==> config.mk <==
export PLATFORM = sky130hd
export DESIGN_NAME = otti_ctrl
export DESIGN_NICKNAME = d
export VERILOG_FILES = /design/src/rtl/otti_pkg.sv /design/src/rtl/otti_ctrl.sv
export SDC_FILE = /design/constraint.sdc
export NUM_CORES = 1
export LEC_CHECK = 0
export BUFFER_PORTS_ARGS = -buffer_cell sky130_fd_sc_hd__buf_4
export CAP_MARGIN = 30
export CORE_AREA = 4 4 55 57
export DETAILED_ROUTE_END_ITERATION = 10
export DIE_AREA = 0 0 59 61
export GPL_ROUTABILITY_DRIVEN = 0
export MAX_ROUTING_LAYER = met4
export PLACE_DENSITY = 0.72
export SLEW_MARGIN = 10
export SYNTH_ARGS = -nofsm -noshare
export SYNTH_HDL_FRONTEND = slang
export SYNTH_SLANG_ARGS = --single-unit
==> constraint.sdc <==
create_clock -name i_clk -period 6.3 [get_ports i_clk]
set_input_delay 1.89 -clock i_clk [delete_from_list [all_inputs] [get_ports i_clk]]
set_output_delay 1.89 -clock i_clk [all_outputs]
set_load 0.05 [all_outputs]
==> src/rtl/otti_pkg.sv <==
// ---------------------------------------------------------------------------
// otti_pkg
// shared constants and controller/datapath command and status types
// ---------------------------------------------------------------------------
package otti_pkg;

    localparam int STORE_WORDS_DEF  = 1024;
    localparam int LIFETIME_MAX_DEF = 64;
    localparam logic [6:0]  LIFETIME_RESET = 7'd60;
    localparam logic [31:0] COUNTER_LIMIT  = 32'hffff_ffff - 32'd31;

    localparam logic [1:0] ST_OK      = 2'd0;
    localparam logic [1:0] ST_INVALID = 2'd1;
    localparam logic [1:0] ST_FULL    = 2'd2;
    localparam logic [1:0] ST_RATE    = 2'd3;

    localparam logic CMD_RESERVE = 1'b0;
    localparam logic CMD_CLAIM   = 1'b1;

    // controller to datapath
    typedef struct packed {
        logic load;       // latch input word
        logic mod_start;  // start remainder unit
        logic mod_sel;    // 0: remainder of bucket / cursor, 1: of horizon
        logic off_rd;     // read offset at remainder result
        logic cur_rd;     // read offset of cursor slot
        logic word_rd;    // read claim word
        logic word_set;   // write claim word with bit set
        logic word_clr;   // clear word at tail
        logic word_clr0;  // clear word zero
        logic restart;    // zero counter and start a clear sweep
        logic off_wr;     // write tail to offset of walk slot
        logic walk_step;  // advance cursor by one
        logic fill_all;   // start fill sweep with tail
        logic sweep_step; // one entry of clear or fill sweep
        logic set_cursor; // cursor := now
        logic cnt_zero;   // counter := 0
        logic issue;      // emit token, counter++
        logic capture_tail;
        logic res_load;   // move finished result to output register
    } t_cmd;

    // datapath to controller
    typedef struct packed {
        logic cmd;
        logic cursor_eq;
        logic cnt_low_zero;
        logic cnt_zero;
        logic horizon_zero;
        logic cursor_lt_hor;
        logic cursor_lt_now;
        logic gap_ge_life;
        logic at_limit;
        logic head_eq_tail;
        logic in_window;
        logic bit_set;
        logic mod_done;
        logic sweep_done;
    } t_sts;

endpackage

==> src/rtl/otti_ctrl.sv <==
// ---------------------------------------------------------------------------
// otti_ctrl
// sequencer for reserve and claim
// ---------------------------------------------------------------------------
module otti_ctrl (
    input  logic             i_clk,
    input  logic             i_rst_n,
    input  logic             i_in_valid,
    output logic             o_in_ready,
    output logic             o_res_valid,
    output logic [1:0]       o_res_status,
    input  logic             i_res_free,
    input  otti_pkg::t_sts   i_sts,
    output otti_pkg::t_cmd   o_cmd
);
    import otti_pkg::*;

    localparam logic [3:0] S_IDLE  = 4'd0;
    localparam logic [3:0] S_DEC   = 4'd1;
    localparam logic [3:0] S_CMOD  = 4'd2;
    localparam logic [3:0] S_CRD   = 4'd3;
    localparam logic [3:0] S_CCHK  = 4'd4;
    localparam logic [3:0] S_SWEEP = 4'd5;
    localparam logic [3:0] S_HMOD  = 4'd6;
    localparam logic [3:0] S_HRD   = 4'd7;
    localparam logic [3:0] S_TMOD  = 4'd8;
    localparam logic [3:0] S_TRD   = 4'd9;
    localparam logic [3:0] S_DECR  = 4'd10;
    localparam logic [3:0] S_FILL  = 4'd11;
    localparam logic [3:0] S_WMOD  = 4'd12;
    localparam logic [3:0] S_DONE  = 4'd13;

    logic [3:0] r_state, n_state;
    logic [1:0] r_status, n_status;
    logic [1:0] r_res_status;
    logic       r_valid, n_valid;
    logic       r_wait, n_wait;

    assign o_in_ready   = (r_state == S_IDLE);
    assign o_res_valid  = r_valid;
    assign o_res_status = r_res_status;

    always_comb begin
        n_state  = r_state;
        n_status = r_status;
        n_valid  = r_valid && !i_res_free;
        n_wait   = 1'b0;
        o_cmd    = '0;
        case (r_state)
            S_IDLE: begin
                if (i_in_valid && o_in_ready) begin
                    o_cmd.load = 1'b1;
                    n_state = S_DEC;
                end
            end
            S_DEC: begin
                if (i_sts.cmd == CMD_CLAIM) begin
                    if (!i_sts.in_window) begin
                        n_status = ST_INVALID;
                        n_state  = S_DONE;
                    end else begin
                        o_cmd.mod_start = 1'b1;
                        n_state = S_CMOD;
                    end
                end else if (i_sts.cursor_eq && !i_sts.cnt_low_zero) begin
                    o_cmd.issue = 1'b1;
                    n_status = ST_OK;
                    n_state  = S_DONE;
                end else if (!i_sts.cursor_eq && !i_sts.cnt_zero &&
                             !i_sts.horizon_zero && i_sts.cursor_lt_hor) begin
                    o_cmd.restart = 1'b1;
                    n_state = S_SWEEP;
                end else if (i_sts.cnt_zero) begin
                    o_cmd.set_cursor = 1'b1;
                    o_cmd.word_clr0  = 1'b1;
                    o_cmd.issue      = 1'b1;
                    n_status = ST_OK;
                    n_state  = S_DONE;
                end else if (i_sts.at_limit) begin
                    n_status = ST_RATE;
                    n_state  = S_DONE;
                end else begin
                    o_cmd.mod_start = 1'b1;
                    o_cmd.mod_sel   = 1'b1;
                    n_state = S_HMOD;
                end
            end
            S_CMOD: begin
                if (i_sts.mod_done) begin
                    o_cmd.off_rd = 1'b1;
                    n_state = S_CRD;
                end
            end
            S_CRD: begin
                // offset registered; now read word
                if (!r_wait) begin
                    o_cmd.word_rd = 1'b1;
                    n_wait = 1'b1;
                end else begin
                    n_state = S_CCHK;
                end
            end
            S_CCHK: begin
                if (i_sts.bit_set) begin
                    n_status = ST_INVALID;
                end else begin
                    o_cmd.word_set = 1'b1;
                    n_status = ST_OK;
                end
                n_state = S_DONE;
            end
            S_SWEEP: begin
                if (i_sts.sweep_done) begin
                    o_cmd.set_cursor = 1'b1;
                    o_cmd.word_clr0  = 1'b1;
                    o_cmd.issue      = 1'b1;
                    n_status = ST_OK;
                    n_state  = S_DONE;
                end else begin
                    o_cmd.sweep_step = 1'b1;
                end
            end
            S_HMOD: begin
                if (i_sts.mod_done) begin
                    o_cmd.off_rd = 1'b1;
                    n_state = S_HRD;
                end
            end
            S_HRD: begin
                // head captured; remainder of cursor for tail
                o_cmd.mod_start = 1'b1;
                n_state = S_TMOD;
            end
            S_TMOD: begin
                if (i_sts.mod_done) begin
                    o_cmd.cur_rd = 1'b1;
                    n_state = S_TRD;
                end
            end
            S_TRD: begin
                o_cmd.capture_tail = 1'b1;
                n_state = S_DECR;
            end
            S_DECR: begin
                if (i_sts.head_eq_tail) begin
                    n_status = ST_FULL;
                    n_state  = S_DONE;
                end else if (!i_sts.cursor_lt_now) begin
                    o_cmd.word_clr = 1'b1;
                    o_cmd.issue    = 1'b1;
                    n_status = ST_OK;
                    n_state  = S_DONE;
                end else if (i_sts.gap_ge_life) begin
                    o_cmd.cnt_zero = 1'b1;
                    o_cmd.fill_all = 1'b1;
                    n_state = S_FILL;
                end else begin
                    o_cmd.cnt_zero  = 1'b1;
                    o_cmd.walk_step = 1'b1;
                    o_cmd.mod_start = 1'b1;
                    n_state = S_WMOD;
                end
            end
            S_FILL: begin
                if (i_sts.sweep_done) begin
                    o_cmd.set_cursor = 1'b1;
                    o_cmd.word_clr   = 1'b1;
                    o_cmd.issue      = 1'b1;
                    n_status = ST_OK;
                    n_state  = S_DONE;
                end else begin
                    o_cmd.sweep_step = 1'b1;
                end
            end
            S_WMOD: begin
                if (i_sts.mod_done) begin
                    o_cmd.off_wr = 1'b1;
                    if (i_sts.cursor_lt_now) begin
                        o_cmd.walk_step = 1'b1;
                        o_cmd.mod_start = 1'b1;
                    end else begin
                        n_state = S_DONE;
                        o_cmd.word_clr = 1'b1;
                        o_cmd.issue    = 1'b1;
                        n_status = ST_OK;
                    end
                end
            end
            S_DONE: begin
                // wait here while the previous result word is still held
                if (!r_valid || i_res_free) begin
                    o_cmd.res_load = 1'b1;
                    n_valid = 1'b1;
                    n_state = S_IDLE;
                end
            end
            default: n_state = S_IDLE;
        endcase
    end

    always_ff @(posedge i_clk) begin
        if (!i_rst_n) begin
            r_state <= S_IDLE;
            r_valid <= 1'b0;
            r_wait  <= 1'b0;
        end else begin
            r_state <= n_state;
            r_valid <= n_valid;
            r_wait  <= n_wait;
        end
        r_status <= n_status;
        if (o_cmd.res_load) r_res_status <= r_status;
    end

endmodule

== Word-level counts from Yosys, hierarchy flattened ==
Index checks and enable logic that the tools add are counted.
Storage, ports and cells
  bits in registers: 10
  word-level logic and storage cells: 137
  input bits: 18
  output and inout port bits: 23
Operators by class
  reductions and logical operators: 19
  eq/ne operators: 25
  multiplexer cells: 88
Operators with widths (number)
  two-way mux 4 bit: 17
  case mux 4 bit (13 select lines): 1
  two-way mux 1 bit: 42
  two-way mux 2 bit: 20
  == test 4 bit (second input constant): 6
  == test 4 x 3 -> 1 bit (second input constant): 4
  inequality test 2 bit (second input constant): 7
  case mux 2 bit (5 select lines): 1
  AND reduction 9 bit: 1
  == test 4 x 2 -> 1 bit (second input constant): 2
  case mux 1 bit (4 select lines): 2
  logical AND 1 bit: 6
  logical NOT 1 bit: 6
  case mux 1 bit (2 select lines): 3
  AND reduction 6 bit: 1
  inequality test 5 bit (second input constant): 1
  nonzero test 5 bit: 1
  == test 4 x 1 -> 1 bit (second input constant): 1
  logical NOT 4 bit: 1
  inequality test 2 x 1 -> 1 bit (second input constant): 2
  inequality test 4 bit (second input constant): 1
  OR reduction 2 bit: 2
  two-way mux 3 bit: 1
  inequality test 3 bit (second input constant): 1
  other kinds (2): 2

== Longest topological paths before layout ==
  word-level depth: 8
  mapped depth: 8
  gate-level depth less buffers: 5

== Least setup slack after synthesis ==
No wires, ideal clock.
  path type: in2out
  from: in i_sts[10] (netlist bit)
  to: out o_cmd[9] (netlist bit)
  cell stages on the path: 3
  data arrival time: 3992 ps
  buffers on the path: 1
  required time: 4410 ps
  path slack: 418 ps
  path through: buf_6 -> or4b_4 -> nor4_1
RTL lines
  start: declaration: RTL line otti_ctrl.sv:13  | input otti_pkg::t_sts i_sts,
  end: declaration: RTL line otti_ctrl.sv:14  | output otti_pkg::t_cmd o_cmd

==> results by group <==
Outcome
  • Outcome: complete, no violations

STA
  • Final Setup Violations: 0
  • Fraction of the cycle the final worst path needs: 83.2%
  • Worst-margin pin slew: 0.843 ns
  • Slew Limit Headroom: 43.7%
  • Fin Setup TNS: 0 ns
  • Highest clock rate: 191 MHz
  • Hold Worst Slack: 0.454 ns
  • Final Worst Setup Slack: 1.06 ns
  • Number of endpoints with negative hold slack in the final report: 0
  • Number of max-slew violations in the final report: 0
  • Setup Skew: 0.00446 ns
  • Unrepaired setup endpoints after global routing: false
  • Post-layout min period: 5.24 ns

Min path
  • Tightest Hold Check Type: flip-flop to flip-flop
  • Hold Path Depth: 0

Yosys
  • Seq cells post-synth: 10
  • Number of cells produced by synthesis: 147
  • Total number of yosys warnings: 0
  • Count of flip-flops with a built-in enable after synthesis: 4
  • Syn_nets: 165
  • Count of cell types in the netlist: 49
  • Part of the Yosys area used for sequential elements: 21.6%
  • Most frequently used flop master after synthesis: sky130_fd_sc_hd__dfxtp_1
  • Netlist Area Pre-Place: 0.00111 mm²
  • Average footprint of a synthesized cell: 7.56 µm²
  • Post-synth ARST share: 0%

Global routing
  • Overall routing resource usage: 20.8%
  • Pin count of the biggest net entering global routing: 29
  • Wire length of the first global-routing pass: 5540 µm
  • Residual overflow from global routing: 0
  • Number of global-route vias before repair: 1198
  • Antenna violations before repair: 0

Floorplanning
  • I/O pin cnt: 41
  • Chip Height: 61 µm
  • Die X-Extent: 59 µm
  • Effective utilization at floorplan: 44.8%
  • Floorplan Core Area: 0.00248 mm²
  • Die area: 0.00360 mm²
  • Row cnt: 18

Finish
  • Core Util, Final: 57.0%
  • Antenna Diode Count: 0
  • Final design instance area without fill: 0.00141 mm²
  • Synth-to-Final Area Change: 27.1%
  • Nets: 197
  • Final Non-Filler Cells: 208
  • Layout cells sized above 1: 27.5%

CTS
  • Post-cts resize count: 0
  • Worst-case clock buffer depth: 2
  • Hold Buf Count CTS: 0
  • Clk_lat worst skew: 0.27 ns
  • Number of buffers inserted by post-CTS setup repair: 0
  • TritonCTS sink count: 10
  • CTS tree: done
  • Number of buffers created by CTS: 3
  • Clock Tree Root: sky130_fd_sc_hd__clkbuf_4
  • H-tree levels: 1
  • Clock slew seen by the registers of the worst setup and hold paths: 0.06 ns

Routing
  • Number of violations reported at the end of detailed-routing iteration 0: 44
  • Number of vias per cell after detailed routing: 6.20
  • TritonRoute pass-1 iters: 4
  • Mean routed wirelength per cell: 16.5 µm
  • Post-route DRC: 0
  • DRT antenna net count: 0
  • Wirelength, routed: 3440 µm
  • Vias: 1290

Worst setup path
  • Data arrival time at the worst-slack endpoint: 3.35 ns
  • Reg2Reg Depth: 5
  • Worst setup path category: primary input to output pin
  • Type of destination of the critical path: output pin
  • CP Max Fanout: 10
  • Setup crit start kind: primary input
  • Data required time of the worst path: 4.41 ns

Place
  • Post-placement cell area: 0.00138 mm²
  • Cell Count Post-Placement: 204
  • Worst slack after detailed placement: 1.14 ns
  • Number of buffers inserted by port buffering: 40
  • DP Wirelength: 2630 µm

Power
  • Worst IR drop on VDD: 0.316 mV
  • Leakage power total: 0.594 nW
  • Power density cells: 428 mW/mm²
  • Total power: 0.605 mW

Run
  • Reported max-cap violation count: 0
## cells in the mapped netlist (2+ instances only)
master                     number  share of area, %
sky130_fd_sc_hd__a21boi_0       2               1.4
sky130_fd_sc_hd__a21oi_1        9               4.1
sky130_fd_sc_hd__a32o_1         2               1.8
sky130_fd_sc_hd__and2_1         5               2.8
sky130_fd_sc_hd__and3_1         3               1.7
sky130_fd_sc_hd__and3b_1        4               3.2
sky130_fd_sc_hd__buf_1          2              0.68
sky130_fd_sc_hd__buf_2          7               3.2
sky130_fd_sc_hd__buf_4          2               1.4
sky130_fd_sc_hd__dfxtp_1        6                11
sky130_fd_sc_hd__edfxtp_1       4                11
sky130_fd_sc_hd__inv_1          3               1.0
sky130_fd_sc_hd__mux2i_1        4               3.6
sky130_fd_sc_hd__nand2_1       12               4.1
sky130_fd_sc_hd__nand2b_1       6               3.4
sky130_fd_sc_hd__nand3_1        3               1.4
sky130_fd_sc_hd__nor2_1        10               3.4
sky130_fd_sc_hd__nor2b_1        6               3.4
sky130_fd_sc_hd__nor3_1         6               2.7
sky130_fd_sc_hd__nor3b_1        2               1.4
sky130_fd_sc_hd__nor4_1         3               1.7
sky130_fd_sc_hd__nor4b_1        2               1.6
sky130_fd_sc_hd__nor4bb_1       2               1.8
sky130_fd_sc_hd__o211ai_1       3               2.0
sky130_fd_sc_hd__o21ai_0        7               3.2
sky130_fd_sc_hd__o21bai_1       3               2.0
sky130_fd_sc_hd__o22ai_1        2               1.1
sky130_fd_sc_hd__o31ai_1        2               1.4
sky130_fd_sc_hd__o41ai_1        4               3.2
sky130_fd_sc_hd__or3_1          2               1.1
## cell usage in the layout (no fill, tap or decap), types with 4 or more instances in the layout
master	Yosys	layout
sky130_fd_sc_hd__nor2b_1	6	6
sky130_fd_sc_hd__dfxtp_1	6	6
sky130_fd_sc_hd__and3b_1	4	4
sky130_fd_sc_hd__mux2i_1	4	4
sky130_fd_sc_hd__nor2_1	10	10
sky130_fd_sc_hd__edfxtp_1	4	4
sky130_fd_sc_hd__nor3_1	6	6
sky130_fd_sc_hd__nand2_1	12	12
sky130_fd_sc_hd__nand2b_1	6	6
sky130_fd_sc_hd__o41ai_1	4	4
sky130_fd_sc_hd__buf_4	2	40
sky130_fd_sc_hd__o21ai_0	7	7
sky130_fd_sc_hd__and2_1	5	5
sky130_fd_sc_hd__a21oi_1	9	9
## area by class of cell
cell class / count / area (µm²)
fillers: 251 / 1060
multi-input cells: 121 / 787
repair buffers: 40 / 300
flip-flops and latches: 10 / 240
well taps: 30 / 37.5
clock buffers: 4 / 36.3
inverters: 3 / 11.3
## layer usage
layer	GRT usage, %	share of wire (%)	vias to the layer above
li1	-	-	612
met2	34.5	48	56
met5	-	0	-
met3	3.19	7.1	7
met1	25.9	43	615
met4	6.80	1.9	0
## cells by family after synthesis
family	Yosys count	synth area share, %
and+or+nand+nor	74	40.3
muxes	4	3.60
buffers and inverters	16	7.54
DFF	10	21.6
AOI/OAI and AO/OA	43	26.9
## flip-flops by register name, indices dropped and copies added, names as in the netlist
register,cells
o_res_status,2
r_state,4
o_res_valid,1
r_wait,1
r_status,2
## where the power goes
group / switching [mW] / internal [mW] / leakage, nW
logic: 0.230 / 0.149 / 0.487
registers: 0.0768 / 0.0913 / 0.0860
clock network: 0.0222 / 0.0351 / 0.0210
total: 0.329 / 0.276 / 0.594
## path summary, 6_finish.rpt
| kind | startpoint | slack [ns] | endpoint |
|---|---|---|---|
| setup / recovery | i_sts[13] | 1.06 | o_cmd[17] |
| hold reg to reg | r_status[0] | 0.45 | o_res_status[0] |
| hold / removal | r_status[0] | 0.45 | o_res_status[0] |
| setup reg to reg | r_state[1] | 4.18 | r_status[0] |
## worst max-delay path, cell delays in order
cell and delay (ns):
sky130_fd_sc_hd__buf_4 0.15, sky130_fd_sc_hd__or2_0 0.24, sky130_fd_sc_hd__o41ai_1 0.57, sky130_fd_sc_hd__a21oi_1 0.14, sky130_fd_sc_hd__o21bai_1 0.14, sky130_fd_sc_hd__buf_4 0.21
Note: power is estimated with default switching activity, not from simulation.
